### src/rtl/tid_pkg.sv
// ----------------------------------------------------------------------------
// tid_pkg
// Shared types and class codes for the Thumb halfword decoder.
// ----------------------------------------------------------------------------
package tid_pkg;

    localparam logic [5:0] CLS_MOV_SHIFT     = 6'd0;
    localparam logic [5:0] CLS_ADD_REG       = 6'd1;
    localparam logic [5:0] CLS_SUB_REG       = 6'd2;
    localparam logic [5:0] CLS_MOV_IMM       = 6'd3;
    localparam logic [5:0] CLS_ALU_OP        = 6'd7;
    localparam logic [5:0] CLS_HI_REG_OP     = 6'd8;
    localparam logic [5:0] CLS_PC_REL_LOAD   = 6'd9;
    localparam logic [5:0] CLS_STORE_REG_OFS = 6'd10;
    localparam logic [5:0] CLS_LOAD_REG_OFS  = 6'd11;
    localparam logic [5:0] CLS_SIGN_HALF     = 6'd12;
    localparam logic [5:0] CLS_STORE_IMM_OFS = 6'd13;
    localparam logic [5:0] CLS_LOAD_IMM_OFS  = 6'd14;
    localparam logic [5:0] CLS_STORE_HALF    = 6'd15;
    localparam logic [5:0] CLS_LOAD_HALF     = 6'd16;
    localparam logic [5:0] CLS_SP_REL_STORE  = 6'd17;
    localparam logic [5:0] CLS_SP_REL_LOAD   = 6'd18;
    localparam logic [5:0] CLS_LOAD_ADDRESS  = 6'd19;
    localparam logic [5:0] CLS_OFFSET_SP     = 6'd20;
    localparam logic [5:0] CLS_PUSH          = 6'd21;
    localparam logic [5:0] CLS_POP           = 6'd22;
    localparam logic [5:0] CLS_STORE_MULTI   = 6'd23;
    localparam logic [5:0] CLS_LOAD_MULTI    = 6'd24;
    localparam logic [5:0] CLS_SXTH          = 6'd25;
    localparam logic [5:0] CLS_BRANCH        = 6'd29;
    localparam logic [5:0] CLS_COND_BRANCH   = 6'd30;
    localparam logic [5:0] CLS_LONG_PREFIX   = 6'd31;
    localparam logic [5:0] CLS_LONG_BL       = 6'd32;
    localparam logic [5:0] CLS_LONG_BLX      = 6'd33;
    localparam logic [5:0] CLS_UNDEF         = 6'd34;

    localparam logic [3:0] REG_SP = 4'd13;
    localparam logic [3:0] REG_PC = 4'd15;

    localparam logic [3:0] COND_SWI   = 4'hF;
    localparam logic [3:0] COND_NEVER = 4'hE;

    localparam logic [3:0] MISC_ADJ_SP = 4'h0;
    localparam logic [3:0] MISC_EXTEND = 4'h2;
    localparam logic [3:0] MISC_PUSH   = 4'h4;
    localparam logic [3:0] MISC_PUSH_L = 4'h5;
    localparam logic [3:0] MISC_POP    = 4'hC;
    localparam logic [3:0] MISC_POP_P  = 4'hD;

    localparam logic [1:0] SHIFT_LSL   = 2'd0;
    localparam logic [1:0] SHIFT_ADDSUB = 2'd3;
    localparam logic [1:0] SH_OP_STRH  = 2'd0;
    localparam logic [1:0] SH_OP_LDSB  = 2'd1;

    typedef struct packed {
        logic [5:0]  instr_class;
        logic [3:0]  sub_op;
        logic [3:0]  dest_reg;
        logic [3:0]  src_reg;
        logic [3:0]  base_reg;
        logic [2:0]  offset_reg;
        logic [9:0]  immediate;
        logic [8:0]  reg_mask;
        logic        is_load;
        logic        is_byte_or_imm;
        logic        exchange;
        logic [31:0] target;
    } t_tid_result;

endpackage

### src/rtl/tid_if.sv
// ----------------------------------------------------------------------------
// tid_req_if / tid_rsp_if
// Valid/ready channels for decoder requests and decoded results.
// ----------------------------------------------------------------------------
interface tid_req_if;
    logic        valid;
    logic        ready;
    logic [15:0] halfword;
    logic [15:0] next_halfword;
    logic [31:0] pc_value;

    modport source (output valid, output halfword, output next_halfword,
                    output pc_value, input ready);
    modport sink   (input valid, input halfword, input next_halfword,
                    input pc_value, output ready);
endinterface

interface tid_rsp_if;
    logic        valid;
    logic        ready;
    logic [5:0]  instr_class;
    logic [3:0]  sub_op;
    logic [3:0]  dest_reg;
    logic [3:0]  src_reg;
    logic [3:0]  base_reg;
    logic [2:0]  offset_reg;
    logic [9:0]  immediate;
    logic [8:0]  reg_mask;
    logic        is_load;
    logic        is_byte_or_imm;
    logic        exchange;
    logic [31:0] target;

    modport source (output valid, output instr_class, output sub_op, output dest_reg,
                    output src_reg, output base_reg, output offset_reg, output immediate,
                    output reg_mask, output is_load, output is_byte_or_imm,
                    output exchange, output target, input ready);
    modport sink   (input valid, input instr_class, input sub_op, input dest_reg,
                    input src_reg, input base_reg, input offset_reg, input immediate,
                    input reg_mask, input is_load, input is_byte_or_imm,
                    input exchange, input target, output ready);
endinterface

### src/rtl/tid_decode.sv
// ----------------------------------------------------------------------------
// tid_decode
// Combinational field extraction and target arithmetic for one halfword.
// ----------------------------------------------------------------------------
module tid_decode
    import tid_pkg::*;
(
    input  logic [15:0] i_halfword,
    input  logic [15:0] i_next_halfword,
    input  logic [31:0] i_pc_value,
    output t_tid_result o_result
);

    logic [15:0] h;
    logic [4:0]  top5;
    logic [3:0]  top4;
    logic [2:0]  top3;
    logic [5:0]  top6;
    logic [3:0]  lo3;
    logic [3:0]  mid3;
    logic [3:0]  r8;
    logic [31:0] pc_word;
    logic [9:0]  imm8_x4;
    logic [31:0] long_hi;
    logic [31:0] long_sum;
    logic [4:0]  shift_amt;

    assign h         = i_halfword;
    assign top5      = h[15:11];
    assign top4      = h[15:12];
    assign top3      = h[15:13];
    assign top6      = h[15:10];
    assign lo3       = {1'b0, h[2:0]};
    assign mid3      = {1'b0, h[5:3]};
    assign r8        = {1'b0, h[10:8]};
    assign pc_word   = {i_pc_value[31:2], 2'b00};
    assign imm8_x4   = {h[7:0], 2'b00};
    assign shift_amt = h[10:6];
    assign long_hi   = {{9{h[10]}}, h[10:0], 12'b0};
    assign long_sum  = i_pc_value + long_hi + {20'b0, i_next_halfword[10:0], 1'b0};

    always_comb begin
        o_result             = '0;
        o_result.instr_class = CLS_UNDEF;
        if (top5[4:2] == 3'b001) begin
            o_result.instr_class = CLS_MOV_IMM + {4'b0, h[12:11]};
            o_result.sub_op      = {2'b0, h[12:11]};
            o_result.dest_reg    = r8;
            o_result.immediate   = {2'b0, h[7:0]};
        end else if (top5 == 5'h09) begin
            o_result.instr_class = CLS_PC_REL_LOAD;
            o_result.dest_reg    = r8;
            o_result.base_reg    = REG_PC;
            o_result.is_load     = 1'b1;
            o_result.immediate   = imm8_x4;
            o_result.target      = pc_word + {22'b0, imm8_x4};
        end else if (top5[4:1] == 4'b1000) begin
            o_result.instr_class = h[11] ? CLS_LOAD_HALF : CLS_STORE_HALF;
            o_result.dest_reg    = lo3;
            o_result.base_reg    = mid3;
            o_result.immediate   = {4'b0, h[10:6], 1'b0};
            o_result.is_load     = h[11];
        end else if (top5[4:1] == 4'b1001) begin
            o_result.instr_class = h[11] ? CLS_SP_REL_LOAD : CLS_SP_REL_STORE;
            o_result.dest_reg    = r8;
            o_result.base_reg    = REG_SP;
            o_result.immediate   = imm8_x4;
            o_result.is_load     = h[11];
        end else if (top5[4:1] == 4'b1100) begin
            o_result.instr_class = h[11] ? CLS_LOAD_MULTI : CLS_STORE_MULTI;
            o_result.base_reg    = r8;
            o_result.reg_mask    = {1'b0, h[7:0]};
            o_result.is_load     = h[11];
        end else if (top5 == 5'h1C) begin
            o_result.instr_class = CLS_BRANCH;
            o_result.target      = i_pc_value + {{20{h[10]}}, h[10:0], 1'b0};
        end else if (top5 == 5'h1D) begin
            // odd suffix offset is not a valid BLX
            if (!h[0]) begin
                o_result.instr_class = CLS_LONG_BLX;
                o_result.exchange    = 1'b1;
            end
        end else if (top3 == 3'b000) begin
            o_result.dest_reg = lo3;
            o_result.src_reg  = mid3;
            if (h[12:11] != SHIFT_ADDSUB) begin
                o_result.instr_class = CLS_MOV_SHIFT;
                o_result.sub_op      = {2'b0, h[12:11]};
                // zero count means 32 for the right shifts
                if (h[12:11] != SHIFT_LSL && shift_amt == 5'd0) begin
                    o_result.immediate = 10'd32;
                end else begin
                    o_result.immediate = {5'b0, shift_amt};
                end
            end else begin
                o_result.instr_class    = h[9] ? CLS_SUB_REG : CLS_ADD_REG;
                o_result.is_byte_or_imm = h[10];
                if (h[10]) begin
                    o_result.immediate = {7'b0, h[8:6]};
                end else begin
                    o_result.offset_reg = h[8:6];
                end
            end
        end else if (top6 == 6'h10) begin
            o_result.instr_class = CLS_ALU_OP;
            o_result.sub_op      = h[9:6];
            o_result.dest_reg    = lo3;
            o_result.src_reg     = mid3;
        end else if (top6 == 6'h11) begin
            o_result.instr_class = CLS_HI_REG_OP;
            o_result.sub_op      = {2'b0, h[9:8]};
            o_result.dest_reg    = {h[7], h[2:0]};
            o_result.src_reg     = {h[6], h[5:3]};
        end else if (top4 == 4'h5) begin
            o_result.dest_reg   = lo3;
            o_result.base_reg   = mid3;
            o_result.offset_reg = h[8:6];
            if (!h[9]) begin
                o_result.is_load        = h[11];
                o_result.is_byte_or_imm = h[10];
                o_result.instr_class    = h[11] ? CLS_LOAD_REG_OFS : CLS_STORE_REG_OFS;
            end else begin
                o_result.instr_class    = CLS_SIGN_HALF;
                o_result.sub_op         = {2'b0, h[11:10]};
                o_result.is_load        = (h[11:10] != SH_OP_STRH);
                o_result.is_byte_or_imm = (h[11:10] == SH_OP_LDSB);
            end
        end else if (top3 == 3'b011) begin
            o_result.is_load        = h[11];
            o_result.is_byte_or_imm = h[12];
            o_result.instr_class    = h[11] ? CLS_LOAD_IMM_OFS : CLS_STORE_IMM_OFS;
            o_result.dest_reg       = lo3;
            o_result.base_reg       = mid3;
            // word access scales the offset by four
            o_result.immediate      = h[12] ? {5'b0, h[10:6]} : {3'b0, h[10:6], 2'b00};
        end else if (top4 == 4'hA) begin
            o_result.instr_class = CLS_LOAD_ADDRESS;
            o_result.dest_reg    = r8;
            o_result.immediate   = imm8_x4;
            if (h[11]) begin
                o_result.base_reg = REG_SP;
            end else begin
                o_result.base_reg = REG_PC;
                o_result.target   = pc_word + {22'b0, imm8_x4};
            end
        end else if (top4 == 4'hB) begin
            unique case (h[11:8])
                MISC_ADJ_SP: begin
                    o_result.instr_class = CLS_OFFSET_SP;
                    o_result.dest_reg    = REG_SP;
                    o_result.base_reg    = REG_SP;
                    o_result.sub_op      = {3'b0, h[7]};
                    o_result.immediate   = {1'b0, h[6:0], 2'b00};
                end
                MISC_EXTEND: begin
                    o_result.sub_op      = {2'b0, h[7:6]};
                    o_result.instr_class = CLS_SXTH + {4'b0, h[7:6]};
                    o_result.dest_reg    = lo3;
                    o_result.src_reg     = mid3;
                end
                MISC_PUSH, MISC_PUSH_L, MISC_POP, MISC_POP_P: begin
                    o_result.is_load     = h[11];
                    o_result.instr_class = h[11] ? CLS_POP : CLS_PUSH;
                    o_result.base_reg    = REG_SP;
                    o_result.reg_mask    = h[8:0];
                end
                default: begin
                    o_result.instr_class = CLS_UNDEF;
                end
            endcase
        end else if (top4 == 4'hD) begin
            if (h[11:8] == COND_SWI) begin
                o_result.instr_class = CLS_COND_BRANCH;
                o_result.sub_op      = COND_SWI;
                o_result.immediate   = {2'b0, h[7:0]};
            end else if (h[11:8] != COND_NEVER) begin
                o_result.instr_class = CLS_COND_BRANCH;
                o_result.sub_op      = h[11:8];
                o_result.target      = i_pc_value + {{23{h[7]}}, h[7:0], 1'b0};
            end
        end else if (top4 == 4'hF) begin
            if (!h[11]) begin
                o_result.instr_class = CLS_LONG_PREFIX;
                o_result.exchange    = !i_next_halfword[12];
                // BLX lands on a word boundary
                o_result.target      = i_next_halfword[12] ? long_sum
                                                           : {long_sum[31:2], 2'b00};
            end else begin
                o_result.instr_class = CLS_LONG_BL;
            end
        end
    end

endmodule

### src/rtl/thumb_instruction_decoder_core.sv
// ----------------------------------------------------------------------------
// thumb_instruction_decoder_core
// Thumb halfword decoder: input register, decode logic, result register.
// ----------------------------------------------------------------------------
// Pipeline: two register stages; the request is captured in the input register
//   and its decoded result in the result register before o_rsp.valid rises.
// Throughput: one request per cycle; each register stage advances when the
//   stage after it is empty or being drained.
// Reset: synchronous, active low; clears both stage valid flags only.
module thumb_instruction_decoder_core
    import tid_pkg::*;
(
    input  logic          i_clk,
    input  logic          i_rst_n,
    tid_req_if.sink       i_req,
    tid_rsp_if.source     o_rsp
);

    logic        r_in_valid;
    logic [15:0] r_halfword;
    logic [15:0] r_next_halfword;
    logic [31:0] r_pc_value;
    logic        r_out_valid;
    t_tid_result r_res;

    logic        n_in_valid;
    logic        n_out_valid;
    logic        out_advance;
    logic        in_advance;
    t_tid_result dec_res;

    tid_decode u_decode (
        .i_halfword      (r_halfword),
        .i_next_halfword (r_next_halfword),
        .i_pc_value      (r_pc_value),
        .o_result        (dec_res)
    );

    assign out_advance = !r_out_valid || o_rsp.ready;
    assign in_advance  = !r_in_valid || out_advance;
    assign i_req.ready = in_advance;

    always_comb begin
        n_in_valid  = r_in_valid;
        n_out_valid = r_out_valid;
        if (in_advance) begin
            n_in_valid = i_req.valid;
        end
        if (out_advance) begin
            n_out_valid = r_in_valid;
        end
    end

    always_ff @(posedge i_clk) begin
        if (!i_rst_n) begin
            r_in_valid  <= 1'b0;
            r_out_valid <= 1'b0;
        end else begin
            r_in_valid  <= n_in_valid;
            r_out_valid <= n_out_valid;
        end
    end

    // payload registers load on advance; no reset needed
    always_ff @(posedge i_clk) begin
        if (in_advance && i_req.valid) begin
            r_halfword      <= i_req.halfword;
            r_next_halfword <= i_req.next_halfword;
            r_pc_value      <= i_req.pc_value;
        end
        if (out_advance && r_in_valid) begin
            r_res <= dec_res;
        end
    end

    assign o_rsp.valid          = r_out_valid;
    assign o_rsp.instr_class    = r_res.instr_class;
    assign o_rsp.sub_op         = r_res.sub_op;
    assign o_rsp.dest_reg       = r_res.dest_reg;
    assign o_rsp.src_reg        = r_res.src_reg;
    assign o_rsp.base_reg       = r_res.base_reg;
    assign o_rsp.offset_reg     = r_res.offset_reg;
    assign o_rsp.immediate      = r_res.immediate;
    assign o_rsp.reg_mask       = r_res.reg_mask;
    assign o_rsp.is_load        = r_res.is_load;
    assign o_rsp.is_byte_or_imm = r_res.is_byte_or_imm;
    assign o_rsp.exchange       = r_res.exchange;
    assign o_rsp.target         = r_res.target;

endmodule

### src/flat_wrapper.sv
// flat-port wrapper written by rule: the top's interface ports become plain ports
module thumb_instruction_decoder_core_flat import tid_pkg::*;
  (i_clk, i_rst_n, i_req_valid, i_req_halfword, i_req_next_halfword, i_req_pc_value, i_req_ready, o_rsp_valid, o_rsp_instr_class, o_rsp_sub_op, o_rsp_dest_reg, o_rsp_src_reg, o_rsp_base_reg, o_rsp_offset_reg, o_rsp_immediate, o_rsp_reg_mask, o_rsp_is_load, o_rsp_is_byte_or_imm, o_rsp_exchange, o_rsp_target, o_rsp_ready);
  tid_req_if i_req_i ();
  tid_rsp_if o_rsp_i ();
  input  logic i_clk;
  input  logic i_rst_n;
  input wire logic [$bits(i_req_i.valid)-1:0] i_req_valid;
  input wire logic [$bits(i_req_i.halfword)-1:0] i_req_halfword;
  input wire logic [$bits(i_req_i.next_halfword)-1:0] i_req_next_halfword;
  input wire logic [$bits(i_req_i.pc_value)-1:0] i_req_pc_value;
  output wire logic [$bits(i_req_i.ready)-1:0] i_req_ready;
  output wire logic [$bits(o_rsp_i.valid)-1:0] o_rsp_valid;
  output wire logic [$bits(o_rsp_i.instr_class)-1:0] o_rsp_instr_class;
  output wire logic [$bits(o_rsp_i.sub_op)-1:0] o_rsp_sub_op;
  output wire logic [$bits(o_rsp_i.dest_reg)-1:0] o_rsp_dest_reg;
  output wire logic [$bits(o_rsp_i.src_reg)-1:0] o_rsp_src_reg;
  output wire logic [$bits(o_rsp_i.base_reg)-1:0] o_rsp_base_reg;
  output wire logic [$bits(o_rsp_i.offset_reg)-1:0] o_rsp_offset_reg;
  output wire logic [$bits(o_rsp_i.immediate)-1:0] o_rsp_immediate;
  output wire logic [$bits(o_rsp_i.reg_mask)-1:0] o_rsp_reg_mask;
  output wire logic [$bits(o_rsp_i.is_load)-1:0] o_rsp_is_load;
  output wire logic [$bits(o_rsp_i.is_byte_or_imm)-1:0] o_rsp_is_byte_or_imm;
  output wire logic [$bits(o_rsp_i.exchange)-1:0] o_rsp_exchange;
  output wire logic [$bits(o_rsp_i.target)-1:0] o_rsp_target;
  input wire logic [$bits(o_rsp_i.ready)-1:0] o_rsp_ready;
  assign i_req_i.valid = i_req_valid;
  assign i_req_i.halfword = i_req_halfword;
  assign i_req_i.next_halfword = i_req_next_halfword;
  assign i_req_i.pc_value = i_req_pc_value;
  assign i_req_ready = i_req_i.ready;
  assign o_rsp_valid = o_rsp_i.valid;
  assign o_rsp_instr_class = o_rsp_i.instr_class;
  assign o_rsp_sub_op = o_rsp_i.sub_op;
  assign o_rsp_dest_reg = o_rsp_i.dest_reg;
  assign o_rsp_src_reg = o_rsp_i.src_reg;
  assign o_rsp_base_reg = o_rsp_i.base_reg;
  assign o_rsp_offset_reg = o_rsp_i.offset_reg;
  assign o_rsp_immediate = o_rsp_i.immediate;
  assign o_rsp_reg_mask = o_rsp_i.reg_mask;
  assign o_rsp_is_load = o_rsp_i.is_load;
  assign o_rsp_is_byte_or_imm = o_rsp_i.is_byte_or_imm;
  assign o_rsp_exchange = o_rsp_i.exchange;
  assign o_rsp_target = o_rsp_i.target;
  assign o_rsp_i.ready = o_rsp_ready;
  thumb_instruction_decoder_core u_core (.i_clk(i_clk), .i_rst_n(i_rst_n), .i_req(i_req_i), .o_rsp(o_rsp_i));
endmodule
### config.mk
export PLATFORM = sky130hd
export DESIGN_NAME = thumb_instruction_decoder_core_flat
export DESIGN_NICKNAME = d
export VERILOG_FILES = /design/src/rtl/tid_pkg.sv /design/src/rtl/tid_if.sv /design/src/rtl/tid_decode.sv /design/src/rtl/thumb_instruction_decoder_core.sv /design/src/flat_wrapper.sv
export SDC_FILE = /design/constraint.sdc
export NUM_CORES = 1
export LEC_CHECK = 0
export BUFFER_PORTS_ARGS = -buffer_cell sky130_fd_sc_hd__buf_2
export CORE_AREA = 2 2 219 221
export DETAILED_ROUTE_END_ITERATION = 12
export DIE_AREA = 0 0 221 223
export PLACE_DENSITY = 0.44
export SYNTH_ARGS = -nofsm -noshare
export SYNTH_HDL_FRONTEND = slang
export SYNTH_SLANG_ARGS = --single-unit
### constraint.sdc
create_clock -name i_clk -period 4.3 [get_ports i_clk]
set_input_delay 0.215 -clock i_clk [delete_from_list [all_inputs] [get_ports i_clk]]
set_output_delay 0.215 -clock i_clk [all_outputs]
set_load 0.03 [all_outputs]
# Word-level counts from Yosys, hierarchy flattened
# Cells that the tools add are included.
# classes
n_reduce_logical,20
add_sub_neg,7
n_eq_ne,24
muxes,147
# op_table
cell,count
61-bit two-way mux,10
32-bit two-way mux,11
10-bit two-way mux,22
33-bit two-way mux,6
12-bit two-way mux,11
32-bit adder,3
4-bit two-way mux,24
6-bit two-way mux,13
18-bit two-way mux,3
41-bit two-way mux,1
4-bit equality test (second input constant),10
40-bit two-way mux,1
9-bit two-way mux,4
32-bit by 10-bit adder with 32-bit output,1
32-bit by 12-bit adder with 32-bit output,1
14-bit two-way mux,2
2-bit two-way mux,12
8-bit two-way mux,3
19-bit two-way mux,1
3-bit two-way mux,6
6-bit one-hot mux with 3 select lines,1
13-bit two-way mux,1
4-bit by 3-bit equality test with 1-bit output (second input constant),3
6-bit by 5-bit equality test with 1-bit output (second input constant),2
other kinds (27),46
# totals
out_inout_bits,81
ff_bits,142
inputBits,68

# Logic depth before layout (Yosys ltp)
# depth
depth_word,34
ltp_mapped,13
ltp_nobuf,11

# Cells and area by module
# A second synthesis with hierarchy kept.
# unflattened
cells_unflattened,1203
hier_area_um2,11202.0
# modules_own_cells
mod,area_each_um2,instances,cells_per_inst
tid_decode,6804.0,1,1051
thumb_instruction_decoder_core,4398.0,1,152

# Worst setup path after synthesis
# OpenSTA, ideal clock, no wires.
# synth_path
path_type,reg2reg
from,register u_core.r_out_valid (netlist: u_core.o_rsp.valid)
to,"register u_core.r_res, in the netlist u_core.o_rsp.base_reg[0] (enable)"
n_path_buf,0
arrival_time_ns,4.118
t_required_ns,3.774
slack_ns,-0.344
setup_time_ns,0.526
stages_incl_launch_ff,3
synth_period_minus_slack_ns,4.644
cell_sequence,dfxtp_1 nor2b_1 nor2b_1
# synth_between
elab_chain_cells,3
# synth_lines
element,line_no,text
start: declaration,thumb_instruction_decoder_core.sv:23,logic r_out_valid;
start signal: assignment,thumb_instruction_decoder_core.sv:60,r_out_valid <= n_out_valid;
1-bit zero test,thumb_instruction_decoder_core.sv:39,assign out_advance = !r_out_valid || o_rsp.ready;
1-bit logical OR,thumb_instruction_decoder_core.sv:39,
1-bit logical AND,thumb_instruction_decoder_core.sv:71,if (out_advance && r_in_valid) begin
end signal: assignment,thumb_instruction_decoder_core.sv:72,r_res <= dec_res;
end: declaration,thumb_instruction_decoder_core.sv:24,t_tid_result r_res;
# Every way passes these cells.
# A chain may end at the register's enable or synchronous reset.

# Worst setup path in the final report
# layout_path
from,register u_core.r_pc_value[1]
to,"register u_core.r_res, in the netlist u_core.o_rsp.target[25] (data pin)"
# layout_between
elab_chain_cells,26
elab_cells_between_ends,30
cone_classes,add/sub: 4; mux: 26
# layout_lines
element,line_no,text
start: declaration,thumb_instruction_decoder_core.sv:22,logic [31:0] r_pc_value;
start signal: assignment,thumb_instruction_decoder_core.sv:69,r_pc_value <= i_req.pc_value;
32-bit adder,tid_decode.sv:40,"assign long_sum = i_pc_value + long_hi + {20'b0, i_next_halfword[10:0], 1'b0};"
32-bit by 12-bit adder with 32-bit output,tid_decode.sv:40,
33-bit two-way mux,tid_decode.sv:182,if (!h[11]) begin
33-bit two-way mux,tid_decode.sv:181,end else if (top4 == 4'hF) begin
32-bit two-way mux,tid_decode.sv:171,end else if (top4 == 4'hD) begin
33-bit two-way mux,tid_decode.sv:146,end else if (top4 == 4'hB) begin
32-bit two-way mux,tid_decode.sv:136,end else if (top4 == 4'hA) begin
33-bit two-way mux,tid_decode.sv:128,end else if (top3 == 3'b011) begin
(+10 left out),--,
61-bit two-way mux,tid_decode.sv:45,if (top5[4:2] == 3'b001) begin
33-bit two-way mux,tid_decode.sv:83,end else if (top3 == 3'b000) begin
32-bit two-way mux,tid_decode.sv:77,end else if (top5 == 5'h1D) begin
32-bit two-way mux (*),tid_decode.sv:74,end else if (top5 == 5'h1C) begin
32-bit two-way mux (*),tid_decode.sv:69,end else if (top5[4:1] == 4'b1100) begin
32-bit two-way mux (*),tid_decode.sv:63,end else if (top5[4:1] == 4'b1001) begin
32-bit two-way mux (*),tid_decode.sv:57,end else if (top5[4:1] == 4'b1000) begin
32-bit two-way mux (*),tid_decode.sv:50,end else if (top5 == 5'h09) begin
# Mark *: on every way between the ends. The rest lies on a longest branch, timed or not. The select of a mux whose other input is x is not followed.

==> results.md <==
- Drt via density: 5.29
- Worst R2R End: u_core.o_rsp.target[25]$_SDFFCE_PP0P_
- Initial antenna violation count: 0
- Ports: 149
- Total global routing overflow: 0
- Worst Clk Skew: a little under 10 ps
- First-pass GRT wire length: between 60000 and 70000 um
- Arrival @ worst endpoint: 4060 ps
- HP Class: input port to flip-flop
- R2r startpoint: u_core.r_pc_value[1]$_DFFE_PP_
- Cts repair resizes: 0
- Setup TNS: 0 ps
- CTS H-Tree Depth: 4
- R2R depth: 11
- Core Area: 47100 sq um
- Async S/R FF share, synth: 0%
- # setup viols final: 0
- Slew margin rel.: approximately two fifths
- Critical Path Start Type: flip-flop
- Critical Path Fanout Max: 3
- Std cell rows: 80
- Tot Pwr: 4.57 mW
- Period minus WS final: 3870 ps
- Reg2reg setup slack: 430 ps
- Worst Tran Pin Value: around 900 ps
- Die H: around 220 um
- Routability Congestion: 0.929
- Cell taking the most area after synthesis: edfxtp_1
- Starting Density: 24.5%
- Root Driver: clkbuf_16
- Post-synth top flop: edfxtp_1
- Commonest non-fill, non-tap cells in the layout: 144 x buf_2, 139 x edfxtp_1, 111 x nand2_1
- Lkg Pwr: between 5 and 6 nW
- Port Buffer Count: 144
- Routed len/inst: 21.6 um
- Outcome: finished clean
- Vias: roughly 11000
- CTS tree: done
- Max Cap Violations: 0
- Number of flops mapped to enable cells by yosys: around 140
- Drc violations: 0
- Multi-input logic area: 7030 sq um
- Yosys warning total: 0
- Final #Nets: around 1600
- Post-route ant nets: 0
- Overall routing resource usage: 18.3%
- Sinks on Clock Net: 141
- Area share of the largest cell type after synthesis: between 30% and 40%
- Synthesized area: 11600 sq um
- Most common cell after layout, fill and taps aside: buf_2
- Synthesized flop and latch total: 141
- First DRT Iteration DRCs: around 960
- Syn Nets: between 1000 and 1500
- Setup crit end kind: flip-flop
- F_max: 0.258 GHz
- Max Slew Vio Count: 0
- Die X: 221 um
- Sequential share of the synthesized area: 36.4%
- RSZ-0062 raised after global routing: false
- Layout cells sized above 1: 18.3%
- Peak VDD IR: 0.292 mV
- P&R area growth vs syn: 25.6%
- Vias in the first global route: ~11000
- Largest net degree at the start of global routing: 61
- Synth area leaders: edfxtp_1 36%, ha_1 9.2%, a21oi_1 4.6%, xnor2_1 3.7%, nand2_1 3.6%
- Post-Route WL: around 46000 um
- DR pass1 iterations: 7
- Fin. Hold Viols: 0
- Storage cell area: 4210 sq um
- Hold depth: 3
- Cts bufs inserted: 17
- Hold path endpoint: u_core.o_rsp.valid$_SDFFE_PN0P_
- Clock Latency Late Sink: 450 ps
- HPWL after DPL: ~35000 um
- Gate Count Post-Synth: 1268
- Post-CTS Setup Bufs: 0
- Die ar.: around 49000 sq um
- Hold_sp: o_rsp_ready
- Fillers: 4989
- Clock-pin slew on the worst setup and hold paths: 60 ps
- Period utilization: between 90 and 100%
- Syn Area/Cell: 9.12 sq um
- Max Buffers Root-to-Sink: 2
- Pwr/cell area: 315 nW/um^2
- Synth cell types: 86
- Crit path kind: flip-flop to flip-flop
- Worst Path Required: between 4000 and 5000 ps
==> how the worst max path moves through the flow <==
| stage | from | endpoint | slack (ps) | cells past startpoint |
|---|---|---|---|---|
| after CTS | u_core.r_pc_value[1]$_DFFE_PP_ | u_core.o_rsp.target[25]$_SDFFCE_PP0P_ | 410 | 11 |
| after detailed placement | u_core.r_pc_value[1]$_DFFE_PP_ | u_core.o_rsp.target[25]$_SDFFCE_PP0P_ | 450 | 11 |
| after global routing | u_core.r_pc_value[1]$_DFFE_PP_ | u_core.o_rsp.target[25]$_SDFFCE_PP0P_ | 200 | 11 |
| final | u_core.r_pc_value[1]$_DFFE_PP_ | u_core.o_rsp.target[25]$_SDFFCE_PP0P_ | 430 | 11 |
| after global placement | u_core.r_pc_value[1]$_DFFE_PP_ | u_core.o_rsp.target[25]$_SDFFCE_PP0P_ | 440 | 11 |
| after floorplan | u_core.r_pc_value[2]$_DFFE_PP_ | u_core.o_rsp.target[26]$_SDFFCE_PP0P_ | 1120 | 11 |
==> final cells by class <==
cell class | count | area share [%]
flip-flops and latches | 141 | 29.0
multi-input cells | 1038 | 48.4
inverters | 25 | 0.646
clock inverters | 14 | 1.26
well taps | 615 | 5.30
diodes | 1 | 0.0172
clock buffers | 18 | 2.95
repair buffers | 268 | 12.4
==> where the power goes <==
part           internal (mW)  total [mW]  switching (mW)
Sequential              1.61        1.68          0.0702
Clock                  0.924        1.56           0.634
Combinational          0.499        1.33           0.835
==> timing repair <==
item / CTS / global route
hold buffers: 62 / 0
hold endpoints to repair: 62 / 0
endpoints found under the setup margin: 0 / 0
==> critical path, stage by stage (launching register included) <==
cell and delay (ps):
edfxtp_1 400, ha_1 260, fa_1 480, a211oi_1 380
o21ai_1 140, a21oi_1 340, o31ai_1 200, a311oi_1 610
o221ai_1 310, xor2_1 210, a22oi_1 160, o211ai_1 110
==> cell usage after synthesis (all sizes together), types with 8 or more instances <==
library cell	number
o21bai	10
a21o	36
a221oi	8
a22oi	18
a31oi	21
a221o	8
o21a	12
xnor2	49
nand2	111
o221ai	11
inv	25
and2	10
edfxtp	139
ha	85
o22ai	25
nor3	41
nand2b	10
o21ai	84
nor2	95
nor4	8
clkbuf	54
nor2b	20
a211oi	17
a21oi	110
nand3	41
buf	10
or3	13
xor2	42
nand4	19
and3	25
==> logic make-up (layout without fill, tap and decap cells) <==
kind of cell / after synthesis / after routing / share of synthesized area, %
AND/OR/NAND/NOR: 416 / 416 / 17.6
other: 0 / 1 / 0
multiplexers: 7 / 7 / 0.627
buffers and inverters: 89 / 325 / 2.93
AO/OA/AOI/OAI: 436 / 436 / 25.8
adder cells (fa/ha/maj): 88 / 88 / 9.71
flip-flops: 141 / 141 / 36.4
XOR/XNOR: 91 / 91 / 6.89
==> routing by layer <==
metal  GRT usage, %  routed length (um)  part of all wire [%]  vias up
li1               -                   -                     -     5349
met1           23.6               20000                    44     5416
met2           30.7               22000                    48      390
met3           3.21                2440                   5.3       66
met4           6.75                1290                   2.8        0
met5              0                   0                     0        -
==> metrics by stage <==
step / instances / instance area [sq um] / hold WS, ps / worst slack (ps) / utilization (%)
global placement: 2025 / 13300 / 393 / 441 / 28.2
detailed placement: 2025 / 13300 / 393 / 449 / 28.2
global route: 2119 / 14500 / 133 / 195 / 30.8
CTS: 2119 / 14500 / 101 / 407 / 30.8
finish: 2120 / 14500 / 128 / 427 / 30.8
floorplan: 1268 / 11600 / 314 / 1120 / -
No activity file was read; power rests on OpenSTA's default activity.
